$ cat src/rtl/tbn_pkg.sv
`timescale 1ns / 1ps
// shared types, widths and constants for the triangle tangent/binormal block
// no dependencies; imported by every module of the block

package tbn_pkg;

    // vertex position width, signed Q16.16 at the default of 32
    localparam int POS_WIDTH = 32;

    // texture coordinates and their differences
    localparam int TEX_W  = 16;
    localparam int TEXD_W = TEX_W + 1;

    // edge differences, and the width they are cut to after edge scaling
    localparam int EDGE_W = POS_WIDTH + 1;
    localparam int MUL_W  = 32;

    // unscaled tangent/binormal components: texd * edge, then a difference
    localparam int VEC_W  = TEXD_W + MUL_W + 1;
    localparam int DET_W  = 2 * TEXD_W + 1;

    // length and division path
    localparam int MAG_W  = 31;
    localparam int SQ_W   = 64;
    localparam int LEN_W  = 32;
    localparam int NUM_W  = 46;
    localparam int Q_W    = 16;
    localparam int FRAC_SH = 14;
    localparam int OUT_W  = 16;

    // step counter for the back end sequencer
    localparam int STEP_W = 5;
    localparam logic [STEP_W-1:0] STEP_LAST3  = STEP_W'(2);
    localparam logic [STEP_W-1:0] STEP_LAST4  = STEP_W'(3);
    localparam logic [STEP_W-1:0] STEP_LASTQ  = STEP_W'(Q_W - 1);
    localparam logic [STEP_W-1:0] STEP_LASTSQ = STEP_W'(SQ_W / 2 - 1);

    // scaling window for the largest component magnitude
    localparam logic [SQ_W-1:0] LIM29 = SQ_W'(1) << 29;
    localparam logic [SQ_W-1:0] LIM30 = SQ_W'(1) << 30;
    localparam logic [SQ_W-1:0] SQRT_BIT0 = SQ_W'(1) << (SQ_W - 2);

    // stream widths
    localparam int IN_BITS     = 3 * POS_WIDTH + 2 * TEX_W;
    localparam int IN_TDATA_W  = ((IN_BITS + 7) / 8) * 8;
    localparam int OUT_TDATA_W = 6 * OUT_W;

    // triangle assembly
    localparam logic [1:0] CORNER_LAST = 2'd2;

    // request queue between front and back end
    localparam int FIFO_DEPTH = 2;
    localparam int FIFO_AW    = $clog2(FIFO_DEPTH);

    // one assembled triangle, as handed from front to back end
    typedef struct packed {
        logic signed [EDGE_W-1:0] e1_x;
        logic signed [EDGE_W-1:0] e1_y;
        logic signed [EDGE_W-1:0] e1_z;
        logic signed [EDGE_W-1:0] e2_x;
        logic signed [EDGE_W-1:0] e2_y;
        logic signed [EDGE_W-1:0] e2_z;
        logic signed [TEXD_W-1:0] du1;
        logic signed [TEXD_W-1:0] dv1;
        logic signed [TEXD_W-1:0] du2;
        logic signed [TEXD_W-1:0] dv2;
    } tri_rec_t;

    // queue handshake seen by the back end
    typedef struct packed {
        logic avail;
        logic pop;
    } q_hs_t;

    // back end sequencer
    typedef enum logic [3:0] {
        ST_IDLE,
        ST_EMAX,
        ST_ESHIFT,
        ST_DET,
        ST_MUL,
        ST_VMAX,
        ST_VSHIFT,
        ST_SQ,
        ST_SQRT,
        ST_DINIT,
        ST_DIV,
        ST_EMIT
    } back_state_t;

endpackage

$ cat src/rtl/tbn_fifo.sv
`timescale 1ns / 1ps
// short register queue of assembled triangles between front and back end
// uses tri_rec_t and the queue depth from tbn_pkg

module tbn_fifo (
    input  logic              clk,
    input  logic              rst_n,
    input  logic              push,
    input  tbn_pkg::tri_rec_t din,
    output logic              full,
    input  tbn_pkg::q_hs_t    hs_in,
    output logic              avail,
    output tbn_pkg::tri_rec_t dout
);
    import tbn_pkg::*;

    tri_rec_t             mem_reg [FIFO_DEPTH];
    logic [FIFO_AW-1:0]   wr_ptr_reg;
    logic [FIFO_AW-1:0]   rd_ptr_reg;
    logic [FIFO_AW:0]     count_reg;
    logic                 do_push;
    logic                 do_pop;

    assign full    = (count_reg == (FIFO_AW+1)'(FIFO_DEPTH));
    assign avail   = (count_reg != '0);
    assign do_push = push && !full;
    assign do_pop  = hs_in.pop && avail;
    assign dout    = mem_reg[rd_ptr_reg];

    // pointers and fill level
    always_ff @(posedge clk or negedge rst_n)
    begin
        if (!rst_n)
        begin
            wr_ptr_reg <= '0;
            rd_ptr_reg <= '0;
            count_reg  <= '0;
        end
        else
        begin
            if (do_push)
            begin
                wr_ptr_reg <= wr_ptr_reg + 1'b1;
            end
            if (do_pop)
            begin
                rd_ptr_reg <= rd_ptr_reg + 1'b1;
            end
            if (do_push && !do_pop)
            begin
                count_reg <= count_reg + 1'b1;
            end
            else if (do_pop && !do_push)
            begin
                count_reg <= count_reg - 1'b1;
            end
        end
    end

    // storage
    always_ff @(posedge clk)
    begin
        if (do_push)
        begin
            mem_reg[wr_ptr_reg] <= din;
        end
    end

endmodule

$ cat config.mk
export PLATFORM = sky130hd
export DESIGN_NAME = tbn_fifo
export DESIGN_NICKNAME = d
export VERILOG_FILES = /design/src/rtl/tbn_pkg.sv /design/src/rtl/tbn_fifo.sv
export SDC_FILE = /design/constraint.sdc
export NUM_CORES = 1
export LEC_CHECK = 0
export BUFFER_PORTS_ARGS = -buffer_cell sky130_fd_sc_hd__buf_4
export CORE_ASPECT_RATIO = 0.7
export CORE_MARGIN = 10
export CORE_UTILIZATION = 30
export CTS_CLUSTER_DIAMETER = 80
export CTS_CLUSTER_SIZE = 25
export DETAILED_ROUTE_END_ITERATION = 10
export PLACE_DENSITY = 0.53
export RECOVER_POWER = 100
export SYNTH_ARGS = -nofsm -noshare
export SYNTH_HDL_FRONTEND = slang
export SYNTH_SLANG_ARGS = --single-unit
$ cat constraint.sdc
create_clock -name clk -period 14.21 [get_ports clk]
set_input_delay 2.1315 -clock clk [delete_from_list [all_inputs] [get_ports clk]]
set_output_delay 2.1315 -clock clk [all_outputs]
set_load 0.05 [all_outputs]
==> results of run 1 <==
==> worst paths after layout <==
check	endpoint	slack, ps
min reg2reg	count_reg[1]	500
min in group asynchronous	count_reg[1]	1360
min	count_reg[1]	500
max reg2reg	mem_reg[0][150]	6300
max in group asynchronous	count_reg[0]	12660
max	mem_reg[0][150]	5270
==> cell usage after synthesis <==
cell type	n	area (um^2)
xnor2_1	3	26.28
buf_2	3	15.01
edfxtp_1	532	15980
dfrtp_1	4	100.1
nand2_1	2	7.510
inv_1	2	7.510
or2_2	1	6.260
mux2_2	36	405.4
xor2_1	2	17.52
and3_1	1	6.260
ha_1	1	12.51
mux2_4	230	3453
buf_6	27	304.0
nand2b_1	1	6.260
nor2_1	2	7.510
==> routing by layer <==
metal  GRT usage  vias up  wire length [um]  part of all wire
li1            -     4461                 -                 -
met1      0.1235     4855             18100              0.38
met2      0.1953      280             23550              0.50
met4     0.01832       12               746             0.016
met5           0        -                67            0.0014
met3     0.05704       50              4776              0.10
==> cell families after synthesis <==
logic type / Yosys count
XOR/XNOR: 5
adder cells (fa/ha/maj): 1
buffers and inverters: 32
flip-flops: 536
multiplexers: 266
AND/OR/NAND/NOR: 7
==> critical path: cells and delay by family <==
kind / cells / cell delay (ps)
buffers and inverters: 4 / 6690
and+or+nand+nor: 2 / 220
==> power by group <==
group / internal (uW) / switching, uW / total (uW) / leakage, uW
clock: 399 / 484 / 883 / 0.000404
sequential: 2190 / 96.1 / 2290 / 0.00499
combinational: 727 / 1920 / 2650 / 0.00338
==> stage by stage <==
step	power (uW)	cell area (um^2)	util
floorplan	4686	20350	-
global placement	5374	25280	0.3784
detailed placement	5384	25280	0.3784
CTS	6284	26120	0.3909
global route	6097	24890	0.3725
finish	5817	24900	0.3726
==> final cells by class <==
class	instances	area, um^2	share of cell area
timing repair buffer	547	3702	0.1487
sequential	536	16080	0.6456
clock buffer	34	711.9	0.02859
tap	891	1115	0.04477
antenna	3	7.507	0.0003015
multi-input combinational	279	3153	0.1266
clock inverter	9	126.4	0.005075
inverter	2	7.507	0.0003015
==> summary.txt, run 1 <==
Status
  • Status: finished, violations left
  • Failing checks: capacitance limit, slew limit

Clock tree
  • Clk root buf: clkbuf_16
  • Clk sinks: roughly 540
  • H-tree depth: 1
  • Clock Path Buffers: 3
  • Post-CTS setup buffer count: 0
  • Clk_lat worst skew: 580 ps
  • CTS buffer count: 27
  • Clock slew at reported path FFs: about 90 ps
  • Post-CTS Resized: 0
  • CTS Hold Buffers Added: 0
  • CTS tree: built

Synthesis
  • Xor and xnor area share after synthesis: 0.002152
  • Flop and latch count out of synthesis: between 500 and 600
  • Count of different cell masters after synthesis: 15
  • Syn_nets: approximately 1100
  • Synth Area per Inst: 24.03 um^2
  • Largest family of logic cells by synthesized area: multiplexers
  • Post-Synth Adder-Cell Area: 0.0006148
  • Gate Count Post-Synth: roughly 850
  • Register area share after synthesis: 0.7899
  • Proportion of synthesized area in mux cells: 0.1896
  • Post-synthesis compound-gate area fraction: 0
  • Mapped Area: 0.02035 mm^2
  • Simple-gate share of the synthesized area: 0.001660
  • Synth Warn #: 0

Floorplan
  • Core Area: 0.06682 mm^2
  • Initial Util: 0.3046
  • DIE WIDTH: 331.3 um
  • FP Rows: 79
  • I/O pin total: 539
  • Die area: ~0.079 mm^2
  • Chip Height: 237.9 um

Finish
  • Most frequent cells in the layout: edfxtp_1, buf_4, mux2_1
  • Final nets: 1665
  • Fillers: between 6000 and 7000
  • Fin cells: between 2000 and 2500
  • Area Overhead vs Synth: 22.35%
  • Most common cell after layout, fill and taps aside: edfxtp_1
  • Max FFs per register: 532
  • Share of layout cells above drive strength 1: 0.3731

Timing
  • Final Hold Viols: 0
  • Worst-Margin Slew: 4113 ps
  • Final cycle utilization of the critical path: 0.6294
  • Final WS setup: 5266 ps
  • Setup TNS: 0 ps
  • Hold slack final: 503.8 ps
  • RSZ-0062 raised after global routing: false
  • Pins Over Slew Limit: 504
  • Worst Skew: approximately 14 ps
  • # setup viols final: 0
  • Fmax: 111.8 MHz
  • Fin crit period: 8944 ps
  • Relative slew margins: -1.742

Global route
  • Remaining Overflow, GRT: 0
  • Vias in the first global route: 10439
  • First-pass GRT wire length: ~68000 um
  • Total GRT Usage: 0.1121
  • Largest net degree at the start of global routing: about 110
  • Antenna violations before repair: 8

Critical path
  • Required @ worst endpoint: 14420 ps
  • Critical path, cell by cell: clkbuf_1, nand2_1, nor2_4, clkbuf_1, clkbuf_1, buf_4
  • CP max FO: 71
  • WS Path Type: in -> reg
  • Worst Reg-to-Reg Cells: 6
  • Critical Path End Type: flop
  • Worst setup SP type: primary input
  • Critical path origin: push
  • Crit-path max cell delay: about 2900 ps
  • Crit-path slowest cell: clkbuf_1
  • Cell repeated most along the worst path: clkbuf_1
  • RR Startpoint: count_reg[0]
  • Worst EP arrival: ~9200 ps

Detailed routing
  • Antenna-violating nets left: 0
  • Avg Vias per Cell: 4.197
  • Iter 0 DRT Violations: 531
  • Drt drc: 0
  • First-pass detailed-route iteration total: 4
  • Drt total wl: roughly 47000 um
  • Via count: 9658
  • WL/cell: 20.53 um

Flow run
  • Max cap viols: 8

Placed design
  • IO Port Bufs: about 540
  • Dpl hpwl: 33020 um
  • Post-Place Cells: 2255
  • Worst slack at placement: 8450 ps
  • GP Congestion: 0.7175

Power and ir drop
  • Leak pwr: 0.008774 uW
  • Peak supply drop: 143.9 uV
  • P per Cell Area: 233.6 mW/mm^2

Worst hold path
  • Hold Crit Depth: 1
  • Hold Path Class: reg -> reg
  • Hold Startpoint: count_reg[1]
Power figures use the tool's default switching activity.
==> run 2, diff against run 1 <==
Clock period 14.21 ns to 8.54 ns, I/O delays scaled along.
==> summary.txt, run 2 (synthesis results as in run 1) <==
Placed design
  • IO Port Bufs: 537
  • Worst slack at placement: ~4600 ps
  • GP Congestion: 0.7212
  • Dpl hpwl: between 30000 and 40000 um
  • Post-Place Cells: around 2300

Critical path
  • Critical path, cell by cell: clkbuf_2, mux2_1, buf_4
  • Crit-path slowest cell: dfrtp_1
  • Largest delay contributor family on the critical path: flip-flops
  • WS Path Type: reg -> out
  • Worst EP arrival: ~4600 ps
  • Worst Reg-to-Reg Cells: 4
  • Critical Path End Type: primary output
  • RR Startpoint: count_reg[0]
  • Worst setup SP type: flop
  • CP max FO: 51
  • CP Buf/Inv Count: 2
  • Critical path origin: rd_ptr_reg
  • Critical Path Stages: 3
  • Setup slack, reg-to-reg: 2940 ps
  • Crit-path max cell delay: about 1900 ps
  • Required @ worst endpoint: 7260 ps

Power and ir drop
  • Peak supply drop: 190.4 uV
  • Sequential share of power: 0.391
  • Leak pwr: between 0.008 and 0.009 uW
  • P per Cell Area: 387.9 mW/mm^2
  • Switching Power: 4161 uW
  • Switch share: 0.4307
  • Clk pwr share: 0.154
  • Combinational share of power: 0.456
  • Internal: 5501 uW

Worst hold path
  • Hold Crit Depth: 1
  • Hold Path Class: reg -> reg
  • Hold Startpoint: wr_ptr_reg

Clock tree
  • CTS buffer count: 27
  • H-tree depth: 1
  • Clk sinks: 536
  • Post-CTS Resized: 0
  • Clock Path Buffers: 3
  • CTS tree: built
  • Clk_lat worst skew: 580 ps
  • Clk root buf: clkbuf_16
  • CTS Hold Buffers Added: 0
  • Clock slew at reported path FFs: 90 ps
  • Post-CTS setup buffer count: 0

Global route
  • Vias in the first global route: 10383
  • Largest net degree at the start of global routing: 135
  • Antenna violations before repair: 11
  • First-pass GRT wire length: roughly 69000 um
  • Remaining Overflow, GRT: 0
  • Total GRT Usage: 0.1137

Detailed routing
  • Avg Vias per Cell: 4.191
  • Drt drc: 0
  • Iter 0 DRT Violations: 579
  • WL/cell: about 21 um
  • Drt total wl: 47810 um
  • Via count: just under 10000
  • Antenna-violating nets left: 0
  • First-pass detailed-route iteration total: 4

Floorplan
  • FP Rows: 79
  • DIE WIDTH: ~330 um
  • Die area: 0.07882 mm^2
  • Initial Util: 0.3046
  • Chip Height: approximately 240 um
  • Core Area: 0.06682 mm^2
  • I/O pin total: 539

Flow run
  • Max cap viols: 7

Status
  • Failing checks: capacitance limit, slew limit
  • Status: finished, violations left

Timing
  • Fmax: 171.4 MHz
  • Fin crit period: ~6000 ps
  • RSZ-0062 raised after global routing: false
  • Pins Over Slew Limit: 332
  • Relative slew margins: -1.360
  • Worst-Margin Slew: 3539 ps
  • Worst Skew: ~11 ps
  • Final Hold Viols: 0
  • # setup viols final: 0
  • Setup TNS: 0 ps
  • Final cycle utilization of the critical path: 0.6833
  • Final WS setup: 2705 ps

Finish
  • Fin util: 0.3728
  • Share of layout cells above drive strength 1: 0.3751
  • Max FFs per register: 532
  • Fin cells: 2301
  • Area Overhead vs Synth: 22.41%
  • Most common cell after layout, fill and taps aside: edfxtp_1
  • Most frequent cells in the layout: edfxtp_1, buf_4, mux2_1
  • Final nets: around 1700
[run 2: cell count changes in the layout (fill, tap and decap cells not counted), sizes merged]
cell,before,now
buf,223,224
bufinv,2,3
clkbuf,358,350
clkinv,3,7
diode,3,5
[run 2: metal layers]
layer,global-route usage,routed length [um]
met5,0,72
met4,0.01927,785
met3,0.05364,4652
met2,0.1943,23590
met1,0.1305,18710
[run 2: worst paths after layout]
kind | to
worst min register to register | wr_ptr_reg
worst max-delay path | dout[169]
min in group asynchronous | rd_ptr_reg
max in group asynchronous | count_reg[1]
worst min-delay path | wr_ptr_reg
worst max register to register | mem_reg[0][196]
[run 2: worst reg2reg max path: stages, from the launching register on]
cell and delay [ps]:
dfrtp_1 420, nand2b_1 180, nand2_1 110, nor2_1 1730, clkbuf_1 2580
[run 2: cell type report]
type	count	area, um^2
fill	6458	41910
sequential	536	16080
timing repair buffer	547	3709
multi-input combinational	279	3153
tap	891	1115
clock buffer	27	675.6
clock inverter	14	163.9
antenna	5	12.51
inverter	2	7.507
[run 2: through the flow]
step                total power [uW]  hold WS (ps)  cell area (um^2)
finish                          9662         510.9             24910
detailed placement              8963         505.1             25290
CTS                            10470         422.7             26130
global placement                8931         475.7             25290
floorplan                       7692         455.9             20360
global route                   10140         492.5             24900
[run 2: power groups by stage]
stage	clock network [uW]	registers [uW]	logic [uW]
2_1_floorplan	0	3880	3810
3_5_place_dp	0	3850	5110
3_3_place_gp	0	3820	5110
5_1_grt	1650	3840	4640
4_1_cts	1560	3790	5120
6_report	1480	3770	4400
