==> config.mk <==
export PLATFORM = sky130hd
export DESIGN_NAME = tbn_front
export DESIGN_NICKNAME = d
export VERILOG_FILES = /design/src/rtl/tbn_pkg.sv /design/src/rtl/tbn_front.sv
export SDC_FILE = /design/constraint.sdc
export NUM_CORES = 1
export LEC_CHECK = 0
export BUFFER_PORTS_ARGS = -buffer_cell sky130_fd_sc_hd__clkbuf_2
export CORE_MARGIN = 2
export CORE_UTILIZATION = 57
export DETAILED_ROUTE_END_ITERATION = 7
export PLACE_DENSITY = 0.93
export SLEW_MARGIN = 10
export SYNTH_ARGS = -nofsm -noshare
export SYNTH_HDL_FRONTEND = slang
export SYNTH_SLANG_ARGS = --single-unit
==> constraint.sdc <==
create_clock -name clk -period 12 [get_ports clk]
set_clock_uncertainty 0.15 [all_clocks]
set_input_delay 3 -clock clk [delete_from_list [all_inputs] [get_ports clk]]
set_output_delay 3 -clock clk [all_outputs]
set_load 0.01 [all_outputs]
==> src/rtl/tbn_pkg.sv <==
`timescale 1ns / 1ps
// shared types, widths and constants for the triangle tangent/binormal block
// no dependencies; imported by every module of the block

package tbn_pkg;

    // vertex position width, signed Q16.16 at the default of 32
    localparam int POS_WIDTH = 32;

    // texture coordinates and their differences
    localparam int TEX_W  = 16;
    localparam int TEXD_W = TEX_W + 1;

    // edge differences, and the width they are cut to after edge scaling
    localparam int EDGE_W = POS_WIDTH + 1;
    localparam int MUL_W  = 32;

    // unscaled tangent/binormal components: texd * edge, then a difference
    localparam int VEC_W  = TEXD_W + MUL_W + 1;
    localparam int DET_W  = 2 * TEXD_W + 1;

    // length and division path
    localparam int MAG_W  = 31;
    localparam int SQ_W   = 64;
    localparam int LEN_W  = 32;
    localparam int NUM_W  = 46;
    localparam int Q_W    = 16;
    localparam int FRAC_SH = 14;
    localparam int OUT_W  = 16;

    // step counter for the back end sequencer
    localparam int STEP_W = 5;
    localparam logic [STEP_W-1:0] STEP_LAST3  = STEP_W'(2);
    localparam logic [STEP_W-1:0] STEP_LAST4  = STEP_W'(3);
    localparam logic [STEP_W-1:0] STEP_LASTQ  = STEP_W'(Q_W - 1);
    localparam logic [STEP_W-1:0] STEP_LASTSQ = STEP_W'(SQ_W / 2 - 1);

    // scaling window for the largest component magnitude
    localparam logic [SQ_W-1:0] LIM29 = SQ_W'(1) << 29;
    localparam logic [SQ_W-1:0] LIM30 = SQ_W'(1) << 30;
    localparam logic [SQ_W-1:0] SQRT_BIT0 = SQ_W'(1) << (SQ_W - 2);

    // stream widths
    localparam int IN_BITS     = 3 * POS_WIDTH + 2 * TEX_W;
    localparam int IN_TDATA_W  = ((IN_BITS + 7) / 8) * 8;
    localparam int OUT_TDATA_W = 6 * OUT_W;

    // triangle assembly
    localparam logic [1:0] CORNER_LAST = 2'd2;

    // request queue between front and back end
    localparam int FIFO_DEPTH = 2;
    localparam int FIFO_AW    = $clog2(FIFO_DEPTH);

    // one assembled triangle, as handed from front to back end
    typedef struct packed {
        logic signed [EDGE_W-1:0] e1_x;
        logic signed [EDGE_W-1:0] e1_y;
        logic signed [EDGE_W-1:0] e1_z;
        logic signed [EDGE_W-1:0] e2_x;
        logic signed [EDGE_W-1:0] e2_y;
        logic signed [EDGE_W-1:0] e2_z;
        logic signed [TEXD_W-1:0] du1;
        logic signed [TEXD_W-1:0] dv1;
        logic signed [TEXD_W-1:0] du2;
        logic signed [TEXD_W-1:0] dv2;
    } tri_rec_t;

    // queue handshake seen by the back end
    typedef struct packed {
        logic avail;
        logic pop;
    } q_hs_t;

    // back end sequencer
    typedef enum logic [3:0] {
        ST_IDLE,
        ST_EMAX,
        ST_ESHIFT,
        ST_DET,
        ST_MUL,
        ST_VMAX,
        ST_VSHIFT,
        ST_SQ,
        ST_SQRT,
        ST_DINIT,
        ST_DIV,
        ST_EMIT
    } back_state_t;

endpackage

==> src/rtl/tbn_front.sv <==
`timescale 1ns / 1ps
// front end: takes vertices, holds the first two corners of each triangle and
// pushes edge and texture differences of a finished triangle; uses tbn_pkg

module tbn_front (
    input  logic                           clk,
    input  logic                           rst_n,
    input  logic                           s_axis_tvalid,
    output logic                           s_axis_tready,
    // pos_x, pos_y, pos_z, tex_u, tex_v from the lowest bit up
    input  logic [tbn_pkg::IN_TDATA_W-1:0] s_axis_tdata,
    // start_mesh
    input  logic                           s_axis_tuser,
    input  logic                           q_full,
    output logic                           q_push,
    output tbn_pkg::tri_rec_t              q_rec
);
    import tbn_pkg::*;

    logic                        accept;
    logic [1:0]                  corner_eff;
    logic [1:0]                  corner_count_reg;
    logic [1:0]                  corner_count_next;
    logic signed [POS_WIDTH-1:0] pos [3];
    logic signed [TEX_W-1:0]     tex_u;
    logic signed [TEX_W-1:0]     tex_v;
    logic signed [POS_WIDTH-1:0] held_pos_reg [2][3];
    logic signed [TEX_W-1:0]     held_u_reg [2];
    logic signed [TEX_W-1:0]     held_v_reg [2];

    // unpack the vertex
    always_comb
    begin
        for (int i = 0; i < 3; i++)
        begin
            pos[i] = s_axis_tdata[i*POS_WIDTH +: POS_WIDTH];
        end
        tex_u = s_axis_tdata[3*POS_WIDTH +: TEX_W];
        tex_v = s_axis_tdata[3*POS_WIDTH+TEX_W +: TEX_W];
    end

    assign s_axis_tready = !q_full;
    assign accept        = s_axis_tvalid && s_axis_tready;
    assign corner_eff    = s_axis_tuser ? 2'd0 : corner_count_reg;
    assign q_push        = accept && (corner_eff == CORNER_LAST);

    // corner counter
    always_comb
    begin
        corner_count_next = corner_count_reg;
        if (accept)
        begin
            corner_count_next = (corner_eff == CORNER_LAST) ? 2'd0 : corner_eff + 2'd1;
        end
    end

    always_ff @(posedge clk or negedge rst_n)
    begin
        if (!rst_n)
        begin
            corner_count_reg <= 2'd0;
        end
        else
        begin
            corner_count_reg <= corner_count_next;
        end
    end

    // held corners
    always_ff @(posedge clk)
    begin
        if (accept && (corner_eff != CORNER_LAST))
        begin
            for (int i = 0; i < 3; i++)
            begin
                held_pos_reg[corner_eff[0]][i] <= pos[i];
            end
            held_u_reg[corner_eff[0]] <= tex_u;
            held_v_reg[corner_eff[0]] <= tex_v;
        end
    end

    // edge and texture differences of the finished triangle
    always_comb
    begin
        q_rec.e1_x = EDGE_W'(held_pos_reg[1][0]) - EDGE_W'(held_pos_reg[0][0]);
        q_rec.e1_y = EDGE_W'(held_pos_reg[1][1]) - EDGE_W'(held_pos_reg[0][1]);
        q_rec.e1_z = EDGE_W'(held_pos_reg[1][2]) - EDGE_W'(held_pos_reg[0][2]);
        q_rec.e2_x = EDGE_W'(pos[0]) - EDGE_W'(held_pos_reg[0][0]);
        q_rec.e2_y = EDGE_W'(pos[1]) - EDGE_W'(held_pos_reg[0][1]);
        q_rec.e2_z = EDGE_W'(pos[2]) - EDGE_W'(held_pos_reg[0][2]);
        q_rec.du1  = TEXD_W'(held_u_reg[1]) - TEXD_W'(held_u_reg[0]);
        q_rec.dv1  = TEXD_W'(held_v_reg[1]) - TEXD_W'(held_v_reg[0]);
        q_rec.du2  = TEXD_W'(tex_u) - TEXD_W'(held_u_reg[0]);
        q_rec.dv2  = TEXD_W'(tex_v) - TEXD_W'(held_v_reg[0]);
    end

endmodule

==> results of run 1 <==
worst register-to-register path, stage by stage, from the launching register on:
cell                      delay, ns
sky130_fd_sc_hd__dfrtp_1       0.41
sky130_fd_sc_hd__nor2_1        0.13
sky130_fd_sc_hd__nor2_1        0.08
sky130_fd_sc_hd__nor2_4        0.09
sky130_fd_sc_hd__buf_4         0.64
sky130_fd_sc_hd__buf_4         0.95
cells in the final DEF, fill, tap and decap left out, drive strengths merged, types with 11 or more instances in the layout:
master and n:
ha 256, o21a 49, xnor2 150, or3 20, nand2 110, a21o 80, nand3 44, a31oi 17
and2 11, edfxtp 256, clkbuf 438, nor2b 42, o21ai 95, a21oi 176, o211ai 21, nor3 51
xor2 52, o21bai 18, nand2b 30, inv 219, and3 28, nor2 149, a211oi 22
Yosys cell counts, types with 11 or more instances:
master                     number
sky130_fd_sc_hd__o21bai_1      18
sky130_fd_sc_hd__nand3_1       44
sky130_fd_sc_hd__edfxtp_1     256
sky130_fd_sc_hd__nand2_1      110
sky130_fd_sc_hd__a211oi_1      22
sky130_fd_sc_hd__a21o_1        80
sky130_fd_sc_hd__a31oi_1       17
sky130_fd_sc_hd__nor3_1        51
sky130_fd_sc_hd__xnor2_1      150
sky130_fd_sc_hd__nand2b_1      30
sky130_fd_sc_hd__o21a_1        49
sky130_fd_sc_hd__ha_1         256
sky130_fd_sc_hd__inv_1        219
sky130_fd_sc_hd__o211ai_1      21
sky130_fd_sc_hd__a21oi_1      174
sky130_fd_sc_hd__and3_1        28
sky130_fd_sc_hd__or3_1         20
sky130_fd_sc_hd__nor2_1       149
sky130_fd_sc_hd__nor2b_1       42
sky130_fd_sc_hd__and2_1        11
sky130_fd_sc_hd__o21ai_0       92
sky130_fd_sc_hd__xor2_1        52
through the flow:
step / instances / util / cell area (um^2) / hold WS, ns
final: 2995 / 0.673 / 23800 / 0.395
after global routing: 2991 / 0.673 / 23800 / 0.426
after CTS: 2989 / 0.673 / 23800 / 0.396
after detailed placement: 2937 / 0.648 / 22900 / 0.383
after global placement: 2937 / 0.648 / 22900 / 0.362
after floorplan: 2084 / - / 20400 / 0.336
cells by family (layout without fill, tap and decap cells):
kind of cell | count (synthesis) | in the layout | share of synthesized area
mux | 4 | 4 | 0.00203
buf+inv | 231 | 675 | 0.0426
flops | 258 | 258 | 0.380
simple gates | 534 | 534 | 0.128
compound gates | 589 | 589 | 0.193
other cells | 0 | 6 | 0
fa+ha+maj | 266 | 266 | 0.167
xor+xnor | 202 | 202 | 0.0869
power breakdown:
part | leakage, nW | total, W | switching (W) | internal (W)
Combinational | 8.21 | 0.000864 | 0.000516 | 0.000348
Sequential | 2.37 | 0.00104 | 0.0000106 | 0.00103
Clock | 0.420 | 0.000835 | 0.000351 | 0.000485
cell type report:
class                           count  area [um^2]
Multi-Input combinational cell   1595        11800
Fill cell                        2604        11600
Sequential cell                   258         7740
Timing Repair Buffer              404         2030
Inverter                          219          822
Clock buffer                       38          759
Tap cell                          461          577
Clock inverter                     14          121
Antenna cell                        6         15.0
routing by layer:
layer | vias up | wire [um]
li1 | 8523 | -
met1 | 8302 | 20800
met2 | 751 | 26200
met3 | 169 | 4470
met4 | 2 | 3080
met5 | - | 13
worst max-delay path by stage:
stage	from	to	slack [ns]	cells past startpoint
floorplan	q_full	held_pos_reg[0][0]	2.62	3
global placement	s_axis_tdata[64]	q_rec[98]	2.74	14
detailed placement	s_axis_tdata[0]	q_rec[164]	2.57	14
CTS	s_axis_tdata[0]	q_rec[164]	2.54	14
global route	s_axis_tdata[0]	q_rec[164]	2.29	14
finish	s_axis_tdata[0]	q_rec[164]	2.49	14
==> impl_summary.log, run 1 <==
[metrics] drt drc: 0
[metrics] met2 layer usage reported by global route: 0.491
[metrics] Worst R2R Setup Slack: 9.13 ns
[metrics] flip-flop and latch count after synthesis: 258
[metrics] total number of H-tree levels: 1
[metrics] worst stage delay on the critical path: 0.68 ns
[metrics] max FFs per register: 192
[metrics] Skew-Pair Late Insertion Delay: between 0.5 and 0.6 ns
[metrics] Routed WL: roughly 55000 um
[metrics] share of the clock period used by the worst path: 0.792
[metrics] netlist area before placement: 20400 um^2
[metrics] syn nets: 2483
[metrics] post-cts gate resize count: 0
[metrics] average cell area after synthesis: 9.77 um^2
[metrics] Net count, final: between 2k and 3k
[metrics] critical path capture point type: primary output
[metrics] maximum clock rate: ~110 MHz
[metrics] clock edge transition at the registers on the reported setup and hold paths: 0.06 ns
[metrics] met3 routing resource usage after global routing: 0.0597
[metrics] maximum number of pins on one net before global-route repair: 74
[metrics] grt total ovfl: 0
[metrics] post-synthesis instance total: 2084
[metrics] post-detailed-route count of antenna-violating nets: 0
[metrics] Hold Crit Depth: 1
[metrics] reg2reg path depth: 5
[metrics] total design power: 0.00274 W
[metrics] WL/cell: 18.2 um
[metrics] Hold Violations, Final: 0
[metrics] Core ar.: 35400 um^2
[metrics] final number of max-transition violations: 0
[metrics] number of port buffers: 400
[metrics] Relative slew margins: 0.293
[metrics] buffers from clock root to sink, at most: 3
[metrics] Yosys warnings: 0
[metrics] RePlAce Congestion: approximately 0.93
[metrics] post-CTS setup buffer count: 0
[metrics] I/O pin total: 401
[metrics] area growth from synthesis to layout: 17.1%
[metrics] post-detailed-placement half-perimeter wirelength: 43300 um
[metrics] Starting DRT DRC Count: 983
[metrics] total vias in the final route: 17.7k
[metrics] overall fraction of global-route tracks in use: 0.281
[metrics] Total Die Area: around 37000 um^2
[metrics] WS Path Type: in2out
[metrics] post-route worst setup slack: between 2 and 2.5 ns
[metrics] DIE HEIGHT: 193 um
[metrics] synth unique cells: 73
[metrics] final sum of negative setup slack: 0 ns
[metrics] num rows: 69
[metrics] run status: finished, final reports clean
[metrics] CP Cell Sequence: clkbuf_2 > inv_1 > ha_1 > fa_1 > nor2b_1 > o31a_1 > o211ai_1 > o21a_1 > o32ai_1 > inv_1 > nor3_1 > o31ai_1 > xnor2_1 > clkbuf_2
[metrics] Maximum Capacitance Violations: 0
[metrics] first-pass GRT wire length: 84000 um
[metrics] kind of cell with the highest combined delay on the critical path: compound AO/OA/AOI/OAI gates
[metrics] Yosys top cell area share: 0.378
[metrics] worst r2r src: corner_count_reg[0]
[metrics] class of the tightest hold or removal check: reg2reg
[metrics] slew at the pin with the worst max-slew slack: 1.06 ns
[metrics] master cell of the clock root buffer: sky130_fd_sc_hd__clkbuf_16
[metrics] number of global-route vias before repair: 17.1k
[metrics] number of enable-type register cells in the synthesized netlist: 256
[metrics] area leader, netlist: sky130_fd_sc_hd__edfxtp_1
[metrics] global route hottest layer: met2
[metrics] hold bufs inserted after CTS: 0
[metrics] initial antenna violation count: 5
[metrics] Pwr per Cell Area: 115 nW/um^2
[metrics] DRT Pass-1 Iters: 5
[metrics] die extent in x: roughly 190 um
[metrics] total of endpoints with negative setup slack in the final report: 0
[metrics] CTS Buf Count: 29
[metrics] minimum clock period: 9.51 ns
[metrics] static leakage power: 11.0 nW
[metrics] critical register-to-register path endpoint: held_pos_reg[0][4]
[metrics] ys async rst share: 0.00775
[metrics] clock tree sinks: 258
[metrics] largest cells by area after synthesis: sky130_fd_sc_hd__edfxtp_1 38%, sky130_fd_sc_hd__ha_1 16%, sky130_fd_sc_hd__xnor2_1 6.5%, sky130_fd_sc_hd__a21oi_1 4.3%, sky130_fd_sc_hd__inv_1 4.0%
[metrics] post-placement setup slack: 2.57 ns
[metrics] largest fanout on the critical path: 4
[metrics] required time reported for the critical path endpoint: 8.85 ns
[metrics] leading register cell type out of synthesis: sky130_fd_sc_hd__edfxtp_1
[metrics] maximum ir drop on the vdd rail: 0.000144 V
[metrics] starting density of the core: 0.575
[metrics] origin of the worst min-delay path: corner_count_reg[0]
[metrics] portion of the post-synthesis area used by sequential elements: 0.380
[metrics] Hold Path End: corner_count_reg[0]
[metrics] vias per cell: slightly below 6
[metrics] fraction of final layout cells sized beyond drive strength 1: 0.189
[metrics] RSZ-0062 raised after global routing: no
[metrics] Critical-path top delay cell: sky130_fd_sc_hd__o32ai_1
[metrics] met1 track utilization from global routing: 0.324
[metrics] critical path arrival: 6.36 ns
[metrics] TritonCTS clock tree: yes
[metrics] CP Buf/Inv Count: 4
[metrics] Critical Path Source Type: input port
Note: power is estimated with default switching activity, not from simulation.
==> run 2, diff against run 1 <==
- CORE_UTILIZATION: 57 -> 52
- PLACE_DENSITY: 0.93 -> 0.9
- clock period: 12 -> 7.7 ns (I/O delays scaled with it)
==> run 2 against run 1 <==
Count of clock-buffer cells in the layout down 6. Critical endpoint is now q_rec[98]. Global-route usage down 1.7 points. Register-to-register slack worse by 3.4 ns. Worst hold slack better by 0.016 ns. First-iteration DRC count down 3.9%. Final cell count up 2.1%. Power up 65%. Flip-flop and latch count unchanged. Die area up 9.4%. Sequential power up 57%. Largest cell class unchanged. Utilization down 4.9 points. Sequential share of layout area down 0.41 points.
==> impl_summary.log, run 2 (synthesis gave the netlist of run 1 again) <==
[metrics] initial antenna violation count: 7 (+2)
[metrics] CTS Buf Count: 30 (+3.4%)
[metrics] total number of H-tree levels: 1 (unchanged)
[metrics] Critical Path Source Type: input port
[metrics] reg2reg path depth: 4 (-1)
[metrics] grt total ovfl: 0 (unchanged)
[metrics] Pwr per Cell Area: 188 nW/um^2 (+63%)
[metrics] total of endpoints with negative setup slack in the final report: 0 (unchanged)
[metrics] post-detailed-route count of antenna-violating nets: 0 (unchanged)
[metrics] vias per cell: 5.77 (-2.7%)
[metrics] most common library cell in the layout ignoring fill and taps: sky130_fd_sc_hd__clkbuf_2
[metrics] first-pass GRT wire length: 87300 um (+3.9%)
[metrics] final number of max-transition violations: 0 (unchanged)
[metrics] WS Path Type: in2out
[metrics] Core ar.: 38600 um^2 (+9.2%)
[metrics] maximum ir drop on the vdd rail: 0.000217 V (+50%)
[metrics] Relative slew margins: 0.465 (+0.173)
[metrics] post-detailed-placement half-perimeter wirelength: 43200 um (-0.29%)
[metrics] fraction of final layout cells sized beyond drive strength 1: 0.194 (+0.00563)
[metrics] critical path arrival: 5.27 ns (-1.09 ns)
[metrics] RePlAce Congestion: 1.02 (+9.6%)
[metrics] post-CTS setup buffer count: 0 (unchanged)
[metrics] die extent in x: 202 um (+4.6%)
[metrics] maximum number of pins on one net before global-route repair: 129 (+74%)
[metrics] RSZ-0062 raised after global routing: no
[metrics] critical register-to-register path endpoint: held_pos_reg[0][6]
[metrics] overall fraction of global-route tracks in use: 0.264 (-0.0171)
[metrics] Skew-Pair Late Insertion Delay: 0.57 ns (+0.04 ns)
[metrics] static leakage power: 11.1 nW (+0.90%)
[metrics] Total Die Area: 40700 um^2 (+9.4%)
[metrics] Hold Path End: corner_count_reg[1]
[metrics] WL/cell: 18.2 um (+0.23%)
[metrics] run status: finished, final reports clean
[metrics] Hold Crit Depth: 1 (unchanged)
[metrics] CP Cell Sequence: clkbuf_2 > inv_1 > ha_1 > fa_1 > nand2b_1 > a21o_1 > a211oi_1 > a211oi_1 > a22oi_1 > a31oi_1 > o21ai_1 > a31oi_1 > xnor2_1 > clkbuf_2
[metrics] worst stage delay on the critical path: 0.45 ns (-0.23 ns)
[metrics] minimum clock period: 7.35 ns
[metrics] worst r2r src: corner_count_reg[0]
[metrics] Routed WL: 55800 um (+2.3%)
[metrics] total design power: 0.00453 W (+65%)
[metrics] largest fanout on the critical path: 4 (unchanged)
[metrics] Worst R2R Setup Slack: 5.70 ns (-3.43 ns)
[metrics] starting density of the core: 0.527 (-0.0484)
[metrics] critical path capture point type: primary output
[metrics] final sum of negative setup slack: 0 ns (unchanged)
[metrics] Net count, final: 2907 (+0.034%)
[metrics] master cell of the clock root buffer: sky130_fd_sc_hd__clkbuf_16
[metrics] clock edge transition at the registers on the reported setup and hold paths: 0.06 ns (about the same)
[metrics] number of port buffers: 400 (unchanged)
[metrics] DRT Pass-1 Iters: 5 (unchanged)
[metrics] slew at the pin with the worst max-slew slack: 0.802 ns (-0.259 ns)
[metrics] Starting DRT DRC Count: 945 (-3.9%)
[metrics] post-cts gate resize count: 0 (unchanged)
[metrics] Maximum Capacitance Violations: 0 (unchanged)
[metrics] share of the clock period used by the worst path: 0.954
[metrics] Critical-path top delay cell: sky130_fd_sc_hd__a211oi_1
[metrics] I/O pin total: 401 (unchanged)
[metrics] count of fill cells added during filler insertion: 3060 (+18%)
[metrics] cell area after placement: 23000 um^2 (+0.42%)
[metrics] DIE HEIGHT: 202 um (+4.6%)
[metrics] number of global-route vias before repair: 17.6k (+2.6%)
[metrics] buffers from clock root to sink, at most: 3 (unchanged)
[metrics] final design utilization: 0.624 (-0.0488)
[metrics] maximum clock rate: 136 MHz
[metrics] clock tree sinks: 258 (unchanged)
[metrics] hold bufs inserted after CTS: 0 (unchanged)
[metrics] area growth from synthesis to layout: 18.6%
[metrics] origin of the worst min-delay path: corner_count_reg[1]
[metrics] Hold Violations, Final: 0 (unchanged)
[metrics] max FFs per register: 192 (unchanged)
[metrics] TritonCTS clock tree: yes
[metrics] drt drc: 0 (unchanged)
[metrics] highest-count cells in the layout ignoring fill and taps: 400 x sky130_fd_sc_hd__clkbuf_2, 256 x sky130_fd_sc_hd__ha_1, 256 x sky130_fd_sc_hd__edfxtp_1
[metrics] num rows: 72 (+4.3%)
[metrics] total vias in the final route: 17.6k (-0.67%)
[metrics] Finished Cell Area: 24100 um^2 (+1.3%)
[metrics] class of the tightest hold or removal check: reg2reg
[metrics] required time reported for the critical path endpoint: 5.62 ns (-3.23 ns)
[run 2: area by class of cell]
class | count | area (um^2) | area share
Multi-Input combinational cell | 1595 | 11800 | 0.488
Timing Repair Buffer | 404 | 2060 | 0.0852
Sequential cell | 258 | 7740 | 0.321
Tap cell | 518 | 648 | 0.0269
Inverter | 219 | 822 | 0.0341
Antenna cell | 7 | 17.5 | 0.000726
Clock inverter | 24 | 304 | 0.0126
Clock buffer | 32 | 779 | 0.0323
[run 2: critical path, delay by kind of cell]
family,cells,cell delay (ns)
AOI/OAI and AO/OA,7,2.07
xor gates and xnor gates,1,0.17
and+or+nand+nor,1,0.18
adders and majority gates,2,0.62
buffers and inverters,3,0.30
[run 2: worst max-delay path by stage]
stage | from | endpoint | cells past startpoint
after global placement | s_axis_tdata[64] | q_rec[96] | 14
after CTS | s_axis_tdata[64] | q_rec[98] | 14
after global routing | s_axis_tdata[64] | q_rec[98] | 14
after detailed placement | s_axis_tdata[64] | q_rec[98] | 14
after floorplan | s_axis_tdata[33] | q_rec[132] | 10
final | s_axis_tdata[64] | q_rec[98] | 14
[run 2: power breakdown]
part / switching (W) / leakage, nW / internal [W]
logic: 0.000811 / 8.21 / 0.000545
clock network: 0.000607 / 0.514 / 0.000938
registers: 0.0000166 / 2.37 / 0.00161
[run 2: metal layers]
metal	GRT usage	wire length, um
met5	0	0
met4	0.137	2810
met3	0.0514	4240
met2	0.461	27000
met1	0.307	21700
[run 2: stage by stage]
stage	std cells	setup slack [ns]	hold WS, ns
detailed placement	2994	0.398	0.395
CTS	3050	0.395	0.410
global placement	2994	0.560	0.360
floorplan	2084	1.19	0.347
finish	3057	0.351	0.411
global route	3057	0.136	0.435
